### config.mk
export PLATFORM = sky130hd
export DESIGN_NAME = bfm_regs
export DESIGN_NICKNAME = d
export VERILOG_FILES = /design/src/rtl/core/bfm_pkg.sv /design/src/rtl/core/bfm_regs.sv
export SDC_FILE = /design/constraint.sdc
export NUM_CORES = 1
export LEC_CHECK = 0
export BUFFER_PORTS_ARGS = -buffer_cell sky130_fd_sc_hd__buf_4
export CORE_UTILIZATION = 37
export CTS_CLUSTER_DIAMETER = 120
export DETAILED_ROUTE_END_ITERATION = 10
export PLACE_DENSITY = 0.75
export SETUP_SLACK_MARGIN = 0.1
export SLEW_MARGIN = 15
export SYNTH_ARGS = -nofsm -noshare
export SYNTH_HDL_FRONTEND = slang
export SYNTH_SLANG_ARGS = --single-unit
### constraint.sdc
create_clock -name clk -period 0.8 [get_ports clk]
set_clock_uncertainty 0.15 [all_clocks]
set_input_delay 0.04 -clock clk [delete_from_list [all_inputs] [get_ports clk]]
set_output_delay 0.04 -clock clk [all_outputs]
set_load 0.03 [all_outputs]
### src/rtl/core/bfm_pkg.sv
// ----------------------------------------------------------------------------
// bfm_pkg: shared types and constants of the 2x2 box-filter mip downsampler
// Holds the payload structs of both streams, the register map and the
// configuration bundle passed from the register block to the datapath.
// ----------------------------------------------------------------------------
package bfm_pkg;

    // Largest source height the row counter covers.
    localparam int MAX_HEIGHT = 4096;

    // Number of component lanes carried on the ports.
    localparam int PORT_LANES = 4;

    // Register map, indexed by paddr[3:2].
    localparam logic [1:0] REG_IMAGE_WIDTH     = 2'd0;
    localparam logic [1:0] REG_IMAGE_HEIGHT    = 2'd1;
    localparam logic [1:0] REG_COMPONENT_COUNT = 2'd2;

    // Reset values of the registers.
    localparam logic [12:0] RESET_IMAGE_WIDTH     = 13'd4;
    localparam logic [12:0] RESET_IMAGE_HEIGHT    = 13'd4;
    localparam logic [2:0]  RESET_COMPONENT_COUNT = 3'd4;

    // One source texel.
    typedef struct packed {
        logic [7:0] texel_c0;
        logic [7:0] texel_c1;
        logic [7:0] texel_c2;
        logic [7:0] texel_c3;
    } texel_t;

    // One averaged output texel.
    typedef struct packed {
        logic [7:0] mip_c0;
        logic [7:0] mip_c1;
        logic [7:0] mip_c2;
        logic [7:0] mip_c3;
        logic       level_end;
    } mip_t;

    // Current register contents.
    typedef struct packed {
        logic [12:0] image_width;
        logic [12:0] image_height;
        logic [2:0]  component_count;
    } cfg_t;

    // Per-lane sums of a horizontal pair of texels.
    typedef logic [PORT_LANES-1:0][8:0] pair_vec_t;

    // Work handed from the pair stage to the averaging stage.
    typedef struct packed {
        pair_vec_t pair;
        logic      from_line;
        logic      level_end;
    } avg_req_t;

endpackage

### src/rtl/core/bfm_regs.sv
// ----------------------------------------------------------------------------
// bfm_regs: configuration registers
// APB-style register file for width, height and component count. A write to
// a valid register also issues a restart pulse that rewinds the level.
// ----------------------------------------------------------------------------
module bfm_regs (
    input  logic               clk,
    input  logic               rst_n,
    input  logic               psel,
    input  logic               penable,
    input  logic               pwrite,
    input  logic [3:0]         paddr,
    input  logic [31:0]        pwdata,
    output logic [31:0]        prdata,
    output logic               pready,
    output bfm_pkg::cfg_t      cfg,
    output logic               restart
);
    import bfm_pkg::*;

    cfg_t cfg_reg;
    cfg_t cfg_next;
    logic write_en;
    logic hit;

    assign pready   = 1'b1;
    assign write_en = psel && penable && pwrite;

    // Decode the write and form the next register contents.
    always_comb
    begin
        cfg_next = cfg_reg;
        hit      = 1'b0;
        if (write_en)
        begin
            unique case (paddr[3:2])
                REG_IMAGE_WIDTH:
                begin
                    cfg_next.image_width = pwdata[12:0];
                    hit = 1'b1;
                end
                REG_IMAGE_HEIGHT:
                begin
                    cfg_next.image_height = pwdata[12:0];
                    hit = 1'b1;
                end
                REG_COMPONENT_COUNT:
                begin
                    cfg_next.component_count = pwdata[2:0];
                    hit = 1'b1;
                end
                default:
                begin
                    hit = 1'b0;
                end
            endcase
        end
    end

    always_ff @(posedge clk or negedge rst_n)
    begin
        if (!rst_n)
        begin
            cfg_reg.image_width     <= RESET_IMAGE_WIDTH;
            cfg_reg.image_height    <= RESET_IMAGE_HEIGHT;
            cfg_reg.component_count <= RESET_COMPONENT_COUNT;
        end
        else
        begin
            cfg_reg <= cfg_next;
        end
    end

    // Read back.
    always_comb
    begin
        unique case (paddr[3:2])
            REG_IMAGE_WIDTH:     prdata = {19'd0, cfg_reg.image_width};
            REG_IMAGE_HEIGHT:    prdata = {19'd0, cfg_reg.image_height};
            REG_COMPONENT_COUNT: prdata = {29'd0, cfg_reg.component_count};
            default:             prdata = 32'd0;
        endcase
    end

    assign cfg     = cfg_reg;
    assign restart = hit;

endmodule

-- Word level (Yosys, flattened, before mapping)
Cells that the tools add are included.
- register bits: 29
- multiplexer cells: 3
- eq/ne operators: 2
- reductions and logical operators: 7
- operators with widths (kind ; count):
    $pmux 13 s3 ; 1
    $reduce_and 2->1 ; 3
    $reduce_or 3->1 ; 1
    $eq 2x1->1 const B ; 1
    $eq 2x2->1 const B ; 1
    $logic_and 1x1->1 ; 2
    $logic_not 2->1 ; 1
    $mux 1 ; 2

-- Depth between registers and ports, before layout
Gate-level depths: netlist of the first run.
- depth in word-level cells: 4
- depth in mapped cells: 5
- depth with buffers taken out: 3

-- Worst setup path after synthesis of the first run
No wires, ideal clock.
- kind: flip-flop to output port
- start: reg cfg_reg (netlist bit cfg[5])
- end: out prdata[2]
- arrival time: 1.394 ns
- buffers on the path: 0
- path slack: -0.784 ns
- cell stages (with the launch flop): 3
- cells stage by stage: dfstp_2 mux2i_1 o21ai_0
- word-level cells in the longest chain between the ends: 1
- RTL lines (what ; RTL line ; RTL):
    start, declared ; bfm_regs.sv:21 ; cfg_t cfg_reg;
    start signal, assigned ; bfm_regs.sv:70 ; cfg_reg <= cfg_next;
    $pmux 13 s3 ; bfm_regs.sv:77 ; unique case (paddr[3:2])
    end, declared ; bfm_regs.sv:14 ; output logic [31:0] prdata,
No other way between the ends.

-- Worst setup path after layout of the first run
- start: reg cfg_reg (netlist bit cfg[5])
- end: out cfg[5] in the netlist's numbering
- RTL lines (what ; RTL line ; RTL):
    end, declared ; bfm_regs.sv:16 ; output bfm_pkg::cfg_t cfg,
No word-level cell between the ends.

==> flow_summary.toml, run 1 <==
[power_and_ir_drop]
internal_power_w = 0.005011
leakage_nw = 1.524
pwr-share-comb = 0.549
ir_drop_uv = 1359
pwr-share-clk = 0.171
switching_share = 0.3560
power.density_mw_per_mm2 = 2597
power_switching_w = 0.002771
pwr-share-seq = 0.281

[yosys]
synth_compound_area_frac = 0.01304
syn-cell-area_sq_mm = 0.001535
yosysSeqAreaShare = 0.4751
avgSynthCellArea_sq_um = 12.58
ys_ff_latch = 29
synth-simple-area-share = 0.05623
ys_warn_count = 0
synthMuxAreaShare = 0.3219
synth_cell_types = 19
synth_top_family_by_area = "multiplexers"
synth-xor-area-share = 0
synthAdderAreaFrac = 0
synth_cells = 122

[placement]
pre_cts_ws_ns = -0.5782
dp_hpwl_microns = 2624
port_buffers = 62
placed_area_sq_mm = 0.002315
gp_congestion = 0.7299

[global_routing]
grt_max_degree = 30
grt_pass1_vias = 1358
antenna_found_initial = 0
grt_pass1_wl_microns = 6451
grt.total_usage = 0.1997
grt-ovfl-total = 0

[worst_setup_path]
crit_type = "flip-flop to output port"
start_kind = "flip-flop"
endpoint_kind = "output port"
crit_required_ns = 0.61
worstPathMaxFanout = 2
cp.arrival_ns = 1.21

[routing]
routed_wirelength_microns = 4349
drc = 0
drt_iter0_drc = 43
routed-via-count = 1306
vias_per_cell = 4.457
wl_per_cell_microns = 14.84
drt_pre_antenna_iters = 4
drtAntennaViolNets = 0

[outcome]
failed_checks = "hold timing, setup timing"
status = "complete, but fails checks"

[clocking]
clk_pin_slew_ns = 0.07
root_buffer = "clkbuf_8"
insertion_delay_ns = 0.27
cts.sink_count = 29
h-tree-depth = 2
cts_buffers = 5
cts_tree = "yes"
cts_max_path_buffers = 2

[timing]
finalCritPeriodShare = 1.750
fmax_ghz = 0.7143
fin_hold_ws_ns = -0.4724
hold_viol = 58
fin_ws_ns = -0.6000
setup_viol = 72
rsz0062_at_grt = "yes"
report.final.slew_viol_count = 0
period_needed_ns = 1.400

[floorplan]
initial_core_util = 0.3838
core_area_sq_mm = 0.004000
die_w_microns = 66.42
io_pins = 104
die_y_microns = 66.42
dieArea_sq_mm = 0.004411
num_rows = 23

[final_layout]
area_growth_syn_to_layout_pct = 95.19
design_area_sq_mm = 0.002997
fillCellCount = 258
drive_above_1_share = 0.7531
diodes = 0
fin_nets = 283
largest_register_ffs = 29

[hold_path]
hold_class = "input port to asynchronous set/reset pin"

[run]
maxCapViolations = 0
-- synthesized netlist by cell type --
cell type / count / share of area
dfrtp_1: 26 / 0.42
nor3b_1: 1 / 0.0049
buf_2: 2 / 0.0065
dfstp_2: 3 / 0.051
nand2_1: 3 / 0.0073
a21oi_1: 1 / 0.0033
mux2i_1: 13 / 0.085
nor3_1: 1 / 0.0033
nor2_1: 10 / 0.024
mux2_4: 10 / 0.098
nor2b_1: 1 / 0.0041
nand3_2: 1 / 0.0065
mux2_2: 19 / 0.14
buf_4: 21 / 0.10
conb_1: 2 / 0.0049
clkbuf_1: 2 / 0.0049
o21ai_0: 3 / 0.0098
or3b_1: 1 / 0.0057
buf_6: 2 / 0.015
-- repair_timing --
item                                   in CTS  in global routing
resized for setup                          84                 25
buffers inserted                           12                 25
pin swaps                                   4                  6
cloned                                      1                  0
setup endpoints to repair                  72                 72
endpoints found under the hold margin      58                 58
-- kinds of logic (layout without fill, tap and decap cells) --
group,after synthesis,in the layout
multiplexers,42,42
flip-flops,29,29
buffers and inverters,27,130
AND/OR/NAND/NOR,18,18
AO/OA/AOI/OAI,4,4
other,2,20
-- power groups by stage --
stage / Combinational, W / Clock, W / Sequential [W]
finish: 0.00427 / 0.00133 / 0.00219
global route: 0.00449 / 0.00141 / 0.00222
CTS: 0.00388 / 0.00132 / 0.00217
detailed placement: 0.00308 / 0 / 0.00214
global placement: 0.00303 / 0 / 0.00214
floorplan: 0.00113 / 0 / 0.00281
-- worst paths after layout --
path / slack [ns] / start / to / cells after the start
worst min register to register: 0.42 / cfg[26] / cfg[26] / 1
worst max register to register: -0.38 / cfg[5] / cfg[5] / 4
worst min-delay path: -0.47 / rst_n / cfg[13] / 1
max in group asynchronous: 0.66 / rst_n / cfg[18] / 1
min in group clk: -0.15 / pwdata[6] / cfg[22] / 2
worst max-delay path: -0.60 / cfg[5] / cfg[5] / 4
-- metal layers --
metal	GRT usage	wire (microns)
met3	0.03966	202
met1	0.2668	1946
met5	0	0
met2	0.3163	2149
met4	0.07713	51
-- layout make-up --
cell class / instances / area [sq um] / share of cell area
well taps: 50 / 62.56 / 0.02088
flip-flops and latches: 29 / 737.0 / 0.2459
clock buffers: 7 / 96.34 / 0.03215
repair buffers: 122 / 1299 / 0.4334
multi-input cells: 84 / 797.0 / 0.2660
clock inverters: 1 / 5.005 / 0.001670
-- critical path, cell delays in order, from the launching register on --
cell     delay (ns)
dfstp_2        0.54
buf_4          0.11
buf_6          0.08
buf_6          0.09
buf_6          0.12
-- metrics by stage --
stage | utilization | cells | total power [W] | TNS, ns
after floorplan | - | 140 | 0.003939 | -17.36
after global placement | 0.5787 | 259 | 0.005173 | -20.90
after detailed placement | 0.5787 | 259 | 0.005229 | -21.16
after CTS | 0.7097 | 279 | 0.007366 | -22.64
after global routing | 0.7491 | 293 | 0.008124 | -25.99
final | 0.7491 | 293 | 0.007782 | -23.93
-- layout by cell type (no fill, tap or decap) --
| master | n |
|---|---|
| dfrtp_2 | 6 |
| dfrtp_1 | 20 |
| mux2_2 | 3 |
| buf_6 | 86 |
| buf_8 | 2 |
| or3b_4 | 1 |
| a21oi_2 | 1 |
| mux2i_1 | 13 |
| dfstp_2 | 3 |
| o21ai_1 | 3 |
| nand2_1 | 3 |
| buf_12 | 2 |
| buf_16 | 1 |
| clkbuf_8 | 7 |
| buf_4 | 31 |
| nor3_4 | 1 |
| clkinv_2 | 1 |
| mux2_4 | 26 |
| conb_1 | 20 |
| nor2b_1 | 1 |
| nand3_4 | 1 |
| nor2_2 | 10 |
| nor3b_4 | 1 |
No activity file was read; power rests on OpenSTA's default activity.
==> inputs of run 2 (changes only) <==
==> constraint.sdc (replaced) <==
create_clock -name clk -period 1.1 [get_ports clk]
set_clock_uncertainty 0.15 [all_clocks]
set_input_delay 0.055 -clock clk [delete_from_list [all_inputs] [get_ports clk]]
set_output_delay 0.055 -clock clk [all_outputs]
set_load 0.03 [all_outputs]
==> run 2 against run 1 <==
The flow finishes with violations (setup timing). Power down 33%. Critical path depth decreased by 1. Wire length decreased by 7.5%. Clock-buffer cell count rose by 1. Cell area is 4.8% lower. Via count down 1.8%. Sequential share of layout area is 1.2 points higher. Die area is the same. Highest routed layer unchanged.
==> flow_summary.toml, run 2 (synthesis gave the netlist of run 1 again) <==
[routing]
routed_wirelength_microns = 4023
wl_met1_microns = 1789
drt_pre_antenna_iters = 3
vias_per_cell = 4.518
dr_wl_met2_microns = 1957
drt_iter0_drc = 14
routed-via-count = 1283
drtAntennaViolNets = 0
wl_met3_microns = 227
wl_per_cell_microns = 14.17
drc = 0
top_layer_used = "met4"

[clocking]
cts_max_path_buffers = 2
insertion_delay_ns = 0.29
clk_pin_slew_ns = 0.06
cts_tree = "yes"
h-tree-depth = 2
root_buffer = "clkbuf_8"
cts.sink_count = 29
cts_buffers = 5

[final_layout]
diodes = 0
largest_register_ffs = 29
area_growth_syn_to_layout_pct = 85.82
design_area_sq_mm = 0.002853
final_cell_mix = "buf_6 (69), buf_4 (27), mux2_4 (24)"
layout_commonest_cell = "buf_6"
fin_nets = 274
drive_above_1_share = 0.6624

[worst_setup_path]
start_kind = "flip-flop"
crit_required_ns = 0.89
critPathSlowestCell = "dfstp_2"
worstReg2RegStart = "cfg[18]"
crit_type = "flip-flop to output port"
r2r_slack_ns = 0.02
rr_worst_depth = 3
r2r-end = "cfg[18]"
endpoint_kind = "output port"
worstPathMaxFanout = 2
path_cells = "mux2i_1 -> o21ai_1 -> buf_4"
crit_start = "cfg[5]"
max_stage_delay_ns = 0.53
cp.arrival_ns = 1.19

[timing]
rsz0062_at_grt = "yes"
setup_viol = 40
fmax_ghz = 0.7192
report.final.slew_viol_count = 0
period_needed_ns = 1.391
finalCritPeriodShare = 1.264
hold_viol = 0
fin_ws_ns = -0.2905

[hold_path]
holdPathStages = 3
min_from = "paddr[2]"
hold_class = "input port to flip-flop"
hold_end = "cfg[0]"

[floorplan]
dieArea_sq_mm = 0.004411
num_rows = 23
io_pins = 104
die_w_microns = 66.42
die_y_microns = 66.42
core_area_sq_mm = 0.004000
initial_core_util = 0.3838

[outcome]
status = "complete, but fails checks"
failed_checks = "setup timing"

[placement]
placed_area_sq_mm = 0.002147
gp_congestion = 0.6976
dp_hpwl_microns = 2482
port_buffers = 62

[global_routing]
grt-ovfl-total = 0
antenna_found_initial = 0
grt_pass1_vias = 1356
grt.total_usage = 0.2100
grt_pass1_wl_microns = 6672
grt_max_degree = 30

[power_and_ir_drop]
leakage_nw = 1.433
power.density_mw_per_mm2 = 1839
power.total_w = 0.005246
ir_drop_uv = 1094

[run]
maxCapViolations = 0
run 2: changes by cell type in the layout (fill, tap and decap cells not counted), sizes merged:
cell,delta
buf,-23
dlygate4sd3,+14
clkbuf,+1
clkinv,-1
run 2: repair_timing:
action,in CTS,in global routing
gates cloned,0,0
gates resized for setup,74,13
buffers inserted,24,12
hold endpoints to repair,58,0
hold buffers,14,0
pin swaps,3,2
endpoints found under the setup margin,63,68
run 2: final cells by class:
class	instances	area (sq um)
tap	50	62.56
timing repair buffer	113	1180
multi-input combinational	84	785.8
fill	259	1147
sequential	29	734.5
clock buffer	8	90.09
run 2: power by group:
| group | switching [W] | internal [W] |
|---|---|---|
| Combinational | 0.00133 | 0.00149 |
| Clock | 0.000384 | 0.000509 |
| Sequential | 0.000192 | 0.00134 |
| Total | 0.00191 | 0.00334 |
run 2: how the worst max path moves through the flow:
stage / end / slack, ns
floorplan: cfg[10] / -0.28
detailed placement: cfg[13] / -0.29
global route: prdata[2] / -0.33
CTS: prdata[2] / -0.29
global placement: cfg[11] / -0.26
finish: prdata[2] / -0.29
run 2: layer usage:
| layer | GRT usage | vias up |
|---|---|---|
| li1 | - | 597 |
| met1 | 0.2754 | 622 |
| met2 | 0.3304 | 58 |
| met3 | 0.06034 | 6 |
| met4 | 0.06915 | 0 |
| met5 | 0 | - |
run 2: worst max-delay path, delay by kind of cell (launching register included):
family	cells	cell delay, ns
mux	1	0.07
flops	1	0.53
compound gates	1	0.13
buf+inv	1	0.18
run 2: metrics by stage:
step           setup TNS [ns]  utilization  instances  worst slack [ns]  hold WS, ns
5_1_grt                -4.837       0.7132        284           -0.3343      0.06794
3_3_place_gp           -6.679       0.5368        237           -0.2640      -0.1527
6_report               -3.305       0.7132        284           -0.2905      0.04776
4_1_cts                -3.229       0.7091        283           -0.2888      0.05008
3_5_place_dp           -7.334       0.5368        237           -0.2905      -0.1478
2_1_floorplan          -5.516            -        140           -0.2767      -0.3906
