[config.mk]
export PLATFORM = sky130hd
export DESIGN_NAME = bfm_avg
export DESIGN_NICKNAME = d
export VERILOG_FILES = /design/src/rtl/core/bfm_pkg.sv /design/src/rtl/core/bfm_avg.sv
export SDC_FILE = /design/constraint.sdc
export NUM_CORES = 1
export LEC_CHECK = 0
export BUFFER_PORTS_ARGS = -buffer_cell sky130_fd_sc_hd__buf_2
export CAP_MARGIN = 10
export CELL_PAD_IN_SITES_DETAIL_PLACEMENT = 1
export CELL_PAD_IN_SITES_GLOBAL_PLACEMENT = 2
export CORE_ASPECT_RATIO = 1.25
export CORE_UTILIZATION = 33
export DETAILED_ROUTE_END_ITERATION = 10
export GPL_TIMING_DRIVEN = 0
export MAX_ROUTING_LAYER = met4
export PLACE_DENSITY_LB_ADDON = 0.1
export SETUP_SLACK_MARGIN = 0.5
export SLEW_MARGIN = 10
export SYNTH_ARGS = -nofsm -noshare
export SYNTH_HDL_FRONTEND = slang
export SYNTH_SLANG_ARGS = --single-unit
[constraint.sdc]
create_clock -name clk -period 2.74 [get_ports clk]
set_clock_uncertainty 0.05 [all_clocks]
set_input_delay 0.137 -clock clk [delete_from_list [all_inputs] [get_ports clk]]
set_output_delay 0.137 -clock clk [all_outputs]
set_load 0.005 [all_outputs]
[src/rtl/core/bfm_pkg.sv]
// ----------------------------------------------------------------------------
// bfm_pkg: shared types and constants of the 2x2 box-filter mip downsampler
// Holds the payload structs of both streams, the register map and the
// configuration bundle passed from the register block to the datapath.
// ----------------------------------------------------------------------------
package bfm_pkg;

    // Largest source height the row counter covers.
    localparam int MAX_HEIGHT = 4096;

    // Number of component lanes carried on the ports.
    localparam int PORT_LANES = 4;

    // Register map, indexed by paddr[3:2].
    localparam logic [1:0] REG_IMAGE_WIDTH     = 2'd0;
    localparam logic [1:0] REG_IMAGE_HEIGHT    = 2'd1;
    localparam logic [1:0] REG_COMPONENT_COUNT = 2'd2;

    // Reset values of the registers.
    localparam logic [12:0] RESET_IMAGE_WIDTH     = 13'd4;
    localparam logic [12:0] RESET_IMAGE_HEIGHT    = 13'd4;
    localparam logic [2:0]  RESET_COMPONENT_COUNT = 3'd4;

    // One source texel.
    typedef struct packed {
        logic [7:0] texel_c0;
        logic [7:0] texel_c1;
        logic [7:0] texel_c2;
        logic [7:0] texel_c3;
    } texel_t;

    // One averaged output texel.
    typedef struct packed {
        logic [7:0] mip_c0;
        logic [7:0] mip_c1;
        logic [7:0] mip_c2;
        logic [7:0] mip_c3;
        logic       level_end;
    } mip_t;

    // Current register contents.
    typedef struct packed {
        logic [12:0] image_width;
        logic [12:0] image_height;
        logic [2:0]  component_count;
    } cfg_t;

    // Per-lane sums of a horizontal pair of texels.
    typedef logic [PORT_LANES-1:0][8:0] pair_vec_t;

    // Work handed from the pair stage to the averaging stage.
    typedef struct packed {
        pair_vec_t pair;
        logic      from_line;
        logic      level_end;
    } avg_req_t;

endpackage

[src/rtl/core/bfm_avg.sv]
// ----------------------------------------------------------------------------
// bfm_avg: vertical sum, average and output register
// Adds the current pair sum to the stored pair sum of the row above (or to
// itself at height 1), takes the truncated quarter per lane and outputs it.
// ----------------------------------------------------------------------------
module bfm_avg #(
    parameter int LANES = 4
) (
    input  logic                  clk,
    input  logic                  rst_n,
    input  logic                  load,
    input  logic                  load_valid,
    input  bfm_pkg::avg_req_t     load_req,
    input  logic [LANES*9-1:0]    line_data,
    input  logic [2:0]            component_count,
    output logic                  ready,
    output logic                  mip_valid,
    input  logic                  mip_stall,
    output bfm_pkg::mip_t         mip_texel
);
    import bfm_pkg::*;

    logic     req_valid_reg;
    avg_req_t req_reg;
    logic     out_valid_reg;
    mip_t     out_reg;
    mip_t     out_next;
    logic     advance;
    logic [PORT_LANES-1:0][7:0] lane_avg;
    pair_vec_t above;

    // The output register moves whenever it is empty or being taken.
    assign advance = !out_valid_reg || !mip_stall;
    assign ready   = !req_valid_reg || advance;

    // Unpack the line buffer word into lanes.
    always_comb
    begin
        above = '0;
        for (int i = 0; i < LANES; i++)
        begin
            above[i] = line_data[i*9 +: 9];
        end
    end

    // Vertical sum and truncated average, masked by the component count.
    always_comb
    begin
        logic [9:0] sum;
        for (int i = 0; i < PORT_LANES; i++)
        begin
            if (req_reg.from_line)
            begin
                sum = {1'b0, above[i]} + {1'b0, req_reg.pair[i]};
            end
            else
            begin
                sum = {req_reg.pair[i], 1'b0};
            end
            if ((i < LANES) && (3'(i) < component_count))
            begin
                lane_avg[i] = sum[9:2];
            end
            else
            begin
                lane_avg[i] = 8'd0;
            end
        end
        out_next.mip_c0    = lane_avg[0];
        out_next.mip_c1    = lane_avg[1];
        out_next.mip_c2    = lane_avg[2];
        out_next.mip_c3    = lane_avg[3];
        out_next.level_end = req_reg.level_end;
    end

    // Valid bits of the request and output stages.
    always_ff @(posedge clk or negedge rst_n)
    begin
        if (!rst_n)
        begin
            req_valid_reg <= 1'b0;
            out_valid_reg <= 1'b0;
        end
        else
        begin
            if (load)
            begin
                req_valid_reg <= load_valid;
            end
            else if (advance)
            begin
                req_valid_reg <= 1'b0;
            end
            if (advance)
            begin
                out_valid_reg <= req_valid_reg;
            end
        end
    end

    // Payload registers.
    always_ff @(posedge clk)
    begin
        if (load)
        begin
            req_reg <= load_req;
        end
        if (advance)
        begin
            out_reg <= out_next;
        end
    end

    assign mip_valid = out_valid_reg;
    assign mip_texel = out_reg;

endmodule

; Word-level counts from Yosys, hierarchy flattened
; Cells that the tools add are included.
; W data, S select, Z words.
[classes]
addsub = 4
n_lt_le_gt_ge = 4
n_mux = 6
n_reduce_logical = 6
[op_table]
columns = cell, n
row1 = $add A9 B9 Y10, 4
row2 = $mux W10, 4
row3 = $lt A1 B3 Y1 const A, 2
row4 = $lt A2 B3 Y1 const A, 2
row5 = $logic_not A1 Y1, 3
row6 = $logic_or A1 B1 Y1, 2
row7 = $mux W1, 2
row8 = $reduce_bool A2 Y1, 1
[word_totals]
register_bits = 73
inputBits = 82
out_inout_bits = 35
wordCells = 33

; Logic depth before layout (Yosys ltp)
; Gate-level depths: netlist of run 1.
[logic_depth]
word_depth = 4
depth_mapped = 6

; Worst setup path after synthesis of run 1
; No wires, ideal clock.
[synth_timing]
path_type = reg2reg
startpoint = reg req_reg[34] (netlist bit)
endpoint = reg out_reg, in the netlist mip_texel[7], data pin
setup_ns = 0.269
arrival_ns = 1.672
t_required_ns = 2.421
path_slack_ns = 0.749
path_stages_with_launch = 7
path_buffers = 0
synth_period_minus_slack_ns = 1.991
cell_sequence = edfxtp_1 -> ha_1 -> and2_1 -> a221o_1 -> a22o_1 -> o21ai_0 -> o311ai_1
[synth_between]
elab_chain_cells = 2
[synth_rtl]
columns = item, line_no
row1 = from (decl), bfm_avg.sv:24  ; avg_req_t req_reg;
row2 = from (signal assigned), bfm_avg.sv:106  ; req_reg <= load_req;
row3 = $add A9 B9 Y10, bfm_avg.sv:54  ; sum = {1'b0, above[i]} + {1'b0, req_reg.pair[i]};
row4 = $mux W10, bfm_avg.sv:52  ; if (req_reg.from_line)
row5 = to (signal assigned), bfm_avg.sv:110  ; out_reg <= out_next;
row6 = to (decl), bfm_avg.sv:26  ; mip_t out_reg;
; Every way passes these cells.
; A chain may end at the register's enable or synchronous reset.

; Worst setup path in the final report of run 1
[layout_timing]
startpoint = reg req_reg[33] (netlist bit)
endpoint = reg out_reg, in the netlist mip_texel[8], data pin
; The elaborated chain is that of the path after synthesis.

==> out/qor.txt, run 1 <==
Status = finished clean
Fin cells = 628
Worst setup margin = 0.621 ns
Die Width = 98.6 um
IO Count = 117
Crit path max fanout = 3
Setup_tns = 0 ns
# DRC = 0
Final hold violations = 0
HPWL after DPL = 7510 um
Gate Count Post-Synth = 320
Die ar. = 12,100 um^2
Max-slew headroom = 35.2%
Crit path launch type = register
Place WS = 0.501 ns
Fill cells = 1,209
Min Hold Slack = 0.0649 ns
CTS tree = built
Number of diodes = 0
Power per standard cell area = 640 nW/um^2
Async S/R FF share, synth = 2.74%
Remaining antenna violation count = 0
Synth Cell Area = 3850 um^2
Main synth FF type = edfxtp_1
Number of port buffers = 116
Drt via density = 5.12
Initial antenna violation count = 0
Via count = 3,217
Post-CTS Setup Inserts = 0
Layout cell share with drive strength beyond 1 = 30.0%
Yosys Warn Count = 0
Tot GR Track Use = 18.6%
Critical Path RT = 2.76 ns
Clock Tree Buf Depth = 2
Starting Density = 34.2%
DR WL/cell = 16.8 um
Synth Register Bits = 73
DR pass1 iterations = 4
Multi-input logic area = 1670 um^2
Clock buffer count from CTS = 9
Global-route wire length before repair = 16,500 um
Nets = 602
Sequential fraction of the synthesis area = 56.7%
Actual slew at the worst max-slew pin = 0.972 ns
Clock Pin Slew Worst Setup and Hold Paths = 0.06 ns
Final setup fails = 0
H-tree depth = 3
Syn nets = 434
Vias in the first global route = 3,484
Clk root buf = clkbuf_16
Post-synth EDFFs = 71
Cell Rows = 43
WS Path Type = reg -> reg
Total wire length = 10,500 um
Register area = 2180 um^2
RSZ-0062 raised after global routing = no
Distinct cells, synth = 45
Min-Delay Path Class = in -> async
Initial drt markers = 61
Max-slew violations = 0
Crit share post-route = 77.3%
Largest net degree at the start of global routing = 41
GP Congestion = 0.753
Setup crit end kind = register
Die H = 123 um
Max reg flops = 37
CP arrival = 2.14 ns
Leak pwr = 0.00234 uW
Core Area = 11,200 um^2
# placed instances = 572
Area Growth Syn to Fin = 40.9%
Max_cap viols = 0
Average size of a mapped cell = 12.0 um^2
Fmax = 0.472 GHz
Peak supply drop = 0.000234 V
Gr ovfl total = 0
Sink Count = 73
Clock latency on the worst-skew pair = 0.33 ns
Tmin final = 2.12 ns
==> metrics by stage <==
step | util, % | cell area, um^2 | power (uW)
after floorplan | - | 3850 | 1820
after global placement | 40.9 | 4600 | 2070
after detailed placement | 41.1 | 4620 | 2090
after CTS | 47.6 | 5360 | 3490
after global routing | 48.2 | 5420 | 3620
final | 48.2 | 5420 | 3470
==> metal layers <==
layer  vias to the layer above  global-route usage, %  wire, um
met1                      1552                   20.3      4450
met2                        79                   33.6      5500
met5                         -                      -         0
met4                         0                   6.34       168
met3                        14                   3.99       427
li1                       1572                      -         -
==> where the power goes <==
part	internal, uW	switching, uW	total (uW)
registers	1390	49.1	1440
clock network	886	454	1340
logic	334	356	689
total	2610	859	3470
==> path summary, 6_finish.rpt <==
check	slack [ns]	start	end	cells after the start
max	0.62	req_reg[33]$_DFFE_PP_	mip_texel[8]$_SDFFCE_PN0P_	6
min	0.06	rst_n	req_valid_reg$_DFFE_PN0P_	2
max reg2reg	0.62	req_reg[33]$_DFFE_PP_	mip_texel[8]$_SDFFCE_PN0P_	6
min reg2reg	0.38	out_next[0]$_DFFE_PP_	mip_texel[0]$_DFFE_PP_	0
max in group asynchronous	2.48	rst_n	mip_valid$_DFFE_PN0P_	2
min in group clk	0.08	mip_stall	req_valid_reg$_DFFE_PN0P_	3
==> cells in the mapped netlist (2+ instances only) <==
| library cell | count | area, um^2 |
|---|---|---|
| nor2b_1 | 4 | 25.0 |
| edfxtp_1 | 71 | 2130 |
| a21o_1 | 8 | 60.1 |
| nand2_1 | 22 | 82.6 |
| ha_1 | 32 | 400 |
| or3_1 | 5 | 31.3 |
| o21ai_0 | 20 | 100 |
| and2_1 | 2 | 12.5 |
| nor2_1 | 23 | 86.3 |
| a211oi_1 | 4 | 30.0 |
| a31oi_1 | 9 | 56.3 |
| inv_1 | 9 | 33.8 |
| clkbuf_1 | 4 | 15.0 |
| mux2i_1 | 8 | 80.1 |
| a221o_1 | 4 | 40.0 |
| and3_1 | 5 | 31.3 |
| dfrtp_1 | 2 | 50.1 |
| nand4_1 | 5 | 31.3 |
| nor3b_1 | 2 | 15.0 |
| o221ai_1 | 3 | 26.3 |
| xor2_1 | 6 | 52.6 |
| a21oi_1 | 22 | 110 |
| nand2b_1 | 4 | 25.0 |
| nand3_1 | 11 | 55.1 |
| buf_1 | 2 | 7.51 |
| mux2_2 | 2 | 22.5 |
| xnor2_1 | 7 | 61.3 |
| nor3_1 | 7 | 35.0 |
==> cells by family (layout without fill, tap and decap cells) <==
logic type / Yosys count / count (layout) / synth area share, %
buffers and inverters: 16 / 189 / 1.59
xor gates and xnor gates: 13 / 13 / 2.96
and+or+nand+nor: 95 / 95 / 12.2
adders and majority gates: 32 / 32 / 10.4
DFF: 73 / 73 / 56.7
AOI/OAI and AO/OA: 81 / 81 / 13.4
muxes: 10 / 10 / 2.67
==> worst max-delay path: stages, from the launching register on <==
cell and delay [ns]:
edfxtp_1 0.40, ha_1 0.34, a21o_1 0.20, a221o_1 0.31, a22o_1 0.26, o21ai_0 0.19, a31oi_1 0.11
==> area by class of cell <==
cell class	count	share of cell area, %
clock buffers	10	4.23
plain buffers	7	0.531
clock inverters	6	1.99
inverters	9	0.624
flip-flops and latches	73	40.3
repair buffers	157	18.5
multi-input cells	231	30.8
well taps	135	3.12
==> placed cells by master (no fill, tap or decap), types with 5 or more instances in the layout <==
master and count:
nand2_1 21, mux2i_1 8, and3_1 5, a21oi_1 21, or3_1 5, a31oi_1 6, nand4_1 5, xnor2_1 7
nand3_1 11, clkbuf_16 9, dlygate4sd3_1 40, nor3_1 7, buf_2 117, o21ai_0 19, xor2_1 6, ha_1 29
edfxtp_1 71, a21o_1 8, nor2_1 23, inv_1 9
==> timing repair <==
| item | 4_1_cts | 5_1_grt |
|---|---|---|
| gates resized for setup | 1 | 10 |
| setup endpoints to repair | 2 | 9 |
| endpoints found under the hold margin | 41 | 0 |
| hold buffers | 40 | 0 |
| pin swaps | 1 | 0 |
No activity file was read; power rests on OpenSTA's default activity.
==> run 2, diff against run 1 <==
clock period = 1.99 ns   (was 2.74 ns; I/O delays follow)
==> run 2 against run 1 <==
  * Cell count up 5.7%
  * Hold slack got worse by 0.026 ns
  * Largest power group unchanged
  * Flip-flop and latch count did not move
  * Register-to-register slack got worse by 0.65 ns
  * Non-clock buffer count is 35 higher
  * Core utilization is 7.7 points higher
  * Highest routed layer unchanged
  * The run now ends with setup timing left
==> out/qor.txt, run 2 (synthesis results as in run 1) <==
Status = finished, violations left
Failing checks = setup timing
Global-route wire length before repair = 18,400 um
Die Width = 98.6 um
Clock Tree Buf Depth = 2
H-tree depth = 3
Peak supply drop = 0.000391 V
Power per standard cell area = 829 nW/um^2
Vias in the first global route = 3,740
DR WL/cell = 18.2 um
Core Area = 11,200 um^2
R2R Setup Slk = -0.03 ns
Tmin final = 2.02 ns
Met2 wire length = 6600 um
Fmax = 0.494 GHz
Die H = 123 um
CP max stage delay = 0.42 ns
Max reg flops = 37
# DRC = 0
RR Endpoint = mip_texel[7]$_SDFFCE_PN0P_
Area Growth Syn to Fin = 63.4%
Max_cap viols = 0
Via count = 3,419
Total wire length = 12,100 um
Multi-input logic area = 2240 um^2
Tot GR Track Use = 20.6%
Clock Pin Slew Worst Setup and Hold Paths = 0.06 ns
Cell Rows = 43
Fill cells = 1,172
Initial antenna violation count = 1
Actual slew at the worst max-slew pin = 0.995 ns
Gr ovfl total = 0
DR top layer = met4
Nets = 637
Final instance area = 6290 um^2
Remaining antenna violation count = 0
Clock latency on the worst-skew pair = 0.33 ns
RSZ-0062 raised after global routing = yes
Worst r2r path cells = 6
HPWL after DPL = 7650 um
Die ar. = 12,100 um^2
Crit share post-route = 102%
Crit path launch type = register
Sink Count = 73
Layout cell share with drive strength beyond 1 = 47.3%
CP arrival = 2.04 ns
Worst r2r src = req_reg[33]$_DFFE_PP_
DR WL met3 = 483 um
# placed instances = 571
Final hold violations = 0
Leak pwr = 0.00262 uW
Worst setup margin = -0.0333 ns
Max-slew headroom = 33.7%
Initial drt markers = 110
Fin cells = 664
CTS tree = built
Most frequent cells in the layout = 118 x buf_2, 71 x edfxtp_1, 40 x dlygate4sd3_1, 28 x buf_4, 23 x nor2_1
Met1 wire length = 4780 um
Number of port buffers = 116
Clock buffer count from CTS = 9
Critical path's slowest cell = edfxtp_1
Register area = 2180 um^2
Max-slew violations = 0
DP Area = 4850 um^2
Drt via density = 5.15
Setup crit end kind = register
WS Path Type = reg -> reg
IO Count = 117
Largest net degree at the start of global routing = 41
GP Congestion = 0.801
Min-Delay Path Class = in -> async
Starting Density = 34.2%
Core Util, Final = 55.9%
Crit path max fanout = 3
Most common cell after layout, fill and taps aside = buf_2
CP Cell Sequence = ha_4, a21o_1, a221o_1, a22o_1, o21ai_1, o311ai_1
DR pass1 iterations = 4
Clk root buf = clkbuf_16
Critical Path RT = 2.01 ns
Final setup fails = 3
-- run 2: cell count changes in the layout (fill, tap and decap cells not counted), moves of 9 or more --
cell and change:
ha_1 -18, buf_6 +9, ha_4 +17, buf_4 +28
a21oi_1 -14, a21oi_2 +11
-- run 2: metal layers --
layer  vias to the layer above  global-route usage (%)
li1                       1648                       -
met1                      1662                    21.4
met2                        94                    38.5
met3                        15                    4.10
met4                         0                    7.74
met5                         -                       -
-- run 2: area by class of cell --
type                       count  share of cell area (%)
multi-input combinational    231                    35.6
sequential                    73                    34.7
timing repair buffer         192                    20.4
clock buffer                  10                    3.64
tap                          135                    2.69
clock inverter                 6                    1.69
buffer                         7                   0.657
inverter                       9                   0.537
antenna                        1                  0.0398
-- run 2: repair_timing --
item,in CTS,in global routing
resized for setup,46,31
setup buffers,24,12
hold buffers,40,0
pin swaps,25,21
hold endpoints to repair,41,0
endpoints found under the setup margin,65,32
-- run 2: critical path, delay by kind of cell (launching register included) --
family / cells / cell delay, ns
flip-flops: 1 / 0.42
AO/OA/AOI/OAI: 5 / 1.03
adder cells (fa/ha/maj): 1 / 0.24
-- run 2: worst max-delay path by stage --
stage / startpoint / end / slack (ns) / cells past startpoint
finish: req_reg[33]$_DFFE_PP_ / mip_texel[7]$_SDFFCE_PN0P_ / -0.03 / 6
global route: req_reg[33]$_DFFE_PP_ / mip_texel[7]$_SDFFCE_PN0P_ / -0.07 / 6
CTS: req_reg[33]$_DFFE_PP_ / mip_texel[7]$_SDFFCE_PN0P_ / -0.02 / 6
detailed placement: req_reg[1]$_DFFE_PP_ / mip_texel[28]$_SDFFCE_PP0P_ / -0.24 / 5
global placement: req_reg[1]$_DFFE_PP_ / mip_texel[28]$_SDFFCE_PP0P_ / -0.22 / 5
floorplan: req_reg[31]$_DFFE_PP_ / mip_texel[5]$_SDFFCE_PN0P_ / 0.11 / 6
-- run 2: metrics by stage --
stage          setup slack, ns  hold slack [ns]  setup TNS (ns)  power, uW
3_5_place_dp            -0.237           -0.163           -2.31       2990
5_1_grt                -0.0726           0.0431          -0.422       5420
3_3_place_gp            -0.217           -0.165           -1.90       2950
2_1_floorplan            0.110           -0.246               0       2600
4_1_cts                -0.0189           0.0181         -0.0213       5090
6_report               -0.0333           0.0393         -0.0543       5210
-- run 2: report_power, final --
part,internal [uW],switching [uW]
registers,1910,85.1
clock network,1220,650
logic,700,644
total,3830,1380
==> run 3, diff against run 2 <==
CORE_ASPECT_RATIO = not set   (was 1.25)
==> run 3 against run 2 <==
  * The flow now finishes without violations
  * Worst setup slack gained 0.041 ns
  * Via count shrank 2.1%
  * First-iteration DRC count decreased by 29%
  * Die area hardly changed
  * Sequential share of layout area grew 0.38 points
  * Power shrank 5.8%
  * Fmax rose by 2.1%
  * Cell count grew 1.4%
  * Routed wire length fell by 5.1%
  * Hold slack got worse by 0.0025 ns
  * Sequential power hardly changed
==> out/qor.txt, run 3 (synthesis results as in run 1) <==
IO Count = 117
Clock Pin Slew Worst Setup and Hold Paths = 0.06 ns
Tmin final = 1.98 ns
Nets = 639
Final hold violations = 0
DR pass1 iterations = 4
Sw power = 1340 uW
Clock latency on the worst-skew pair = 0.33 ns
HPWL after DPL = 7400 um
Power Total = 4910 uW
Max reg flops = 37
Largest net degree at the start of global routing = 41
Crit path launch type = register
Peak supply drop = 0.000440 V
Total wire length = 11,400 um
Drt via density = 4.97
Crit path max fanout = 4
CTS tree = built
Number of port buffers = 116
Initial drt markers = 78
Die H = 110 um
Setup crit end kind = register
Setup_tns = 0 ns
CP Cell Sequence = ha_4, a21oi_4, a21oi_2, or2_4, a21o_1, a221o_1
Actual slew at the worst max-slew pin = 1.01 ns
CP max stage delay = 0.44 ns
Fmax = 0.504 GHz
Crit share post-route = 99.6%
DR WL/cell = 17.0 um
Starting Density = 33.8%
GP Congestion = 0.716
Max-slew headroom = 32.6%
Critical Path RT = 2.03 ns
# DRC = 0
Gr ovfl total = 0
Via count = 3,347
Internal power = 3570 uW
Initial antenna violation count = 0
Remaining antenna violation count = 0
Layout cell share with drive strength beyond 1 = 47.4%
Min-Delay Path Class = in -> async
Global-route wire length before repair = 17,200 um
Clock power share = 32.8%
Switch share = 27.3%
CP arrival = 2.02 ns
Vias in the first global route = 3,428
Die ar. = 12,100 um^2
Max_cap viols = 0
WS Path Type = reg -> reg
Reg power frac = 40.6%
Tot GR Track Use = 20.0%
Clock buffer count from CTS = 9
Clk root buf = clkbuf_16
Die Width = 110 um
Final setup fails = 0
Area Growth Syn to Fin = 61.6%
H-tree depth = 3
Number of diodes = 0
Core Area = 11,400 um^2
Leak pwr = 0.00260 uW
Most frequent cells in the layout = 118 x buf_2, 71 x edfxtp_1, 40 x dlygate4sd3_1, 28 x buf_4, 22 x nor2_1
Sink Count = 73
Clock Tree Buf Depth = 2
Logic gate share of total power = 26.6%
Status = finished clean
RSZ-0062 raised after global routing = yes
Power per standard cell area = 789 nW/um^2
Cell Rows = 39
Max-slew violations = 0
Most common cell after layout, fill and taps aside = buf_2
Critical path's slowest cell = edfxtp_1
-- run 3: path summary, 6_finish.rpt --
check	cells past startpoint	start	slack, ns	endpoint
min	2	rst_n	0.04	mip_valid$_DFFE_PN0P_
min reg2reg	0	out_next[0]$_DFFE_PP_	0.38	mip_texel[0]$_DFFE_PP_
max	6	req_reg[31]$_DFFE_PP_	0.008	mip_texel[5]$_SDFFCE_PN0P_
max reg2reg	6	req_reg[31]$_DFFE_PP_	0.008	mip_texel[5]$_SDFFCE_PN0P_
max in group asynchronous	2	rst_n	1.76	req_valid_reg$_DFFE_PN0P_
min in group clk	3	mip_stall	0.06	req_valid_reg$_DFFE_PN0P_
-- run 3: stage by stage --
stage	hold WS, ns	worst slack, ns	util (%)	area (um^2)	cells
after floorplan	-0.246	0.110	-	4100	320
after global placement	-0.164	-0.236	42.7	4860	579
after detailed placement	-0.164	-0.245	42.7	4860	579
after CTS	0.0134	0.0265	51.8	5890	659
after global routing	0.0318	-0.0745	54.7	6220	673
final	0.0368	0.00777	54.7	6220	673
-- run 3: layer usage --
layer / GRT usage, % / part of all wire (%) / up-vias
met5: - / 0 / -
met4: 7.14 / 1.4 / 0
met3: 3.38 / 3.9 / 11
met2: 35.2 / 52 / 73
met1: 22.9 / 43 / 1610
li1: - / - / 1653
-- run 3: power groups by stage --
stage	Sequential (uW)	Clock, uW	Combinational (uW)
after floorplan	2020	0	574
after global placement	2010	0	938
after detailed placement	2020	0	961
after CTS	1990	1650	1160
after global routing	2010	1700	1440
final	1990	1610	1310
-- run 3: final cells by class --
cell class                 instances  area, um^2
fill                            1198        5150
multi-input combinational        231        2190
clock buffer                      10         229
clock inverter                     6        58.8
sequential                        73        2180
timing repair buffer             194        1300
inverter                           9        33.8
tap                              143         179
buffer                             7        45.0
-- run 3: critical path: cells and delay by family, from the launching register on --
family,cells,cell delay [ns]
DFF,1,0.44
and+or+nand+nor,1,0.25
AOI/OAI and AO/OA,4,0.71
adders and majority gates,1,0.29
-- run 3: repair_timing --
action / 4_1_cts / 5_1_grt
hold buffers: 40 / 0
pin swaps: 21 / 34
setup endpoints to repair: 64 / 32
resized for setup: 32 / 41
hold endpoints to repair: 41 / 0
setup buffers: 24 / 14
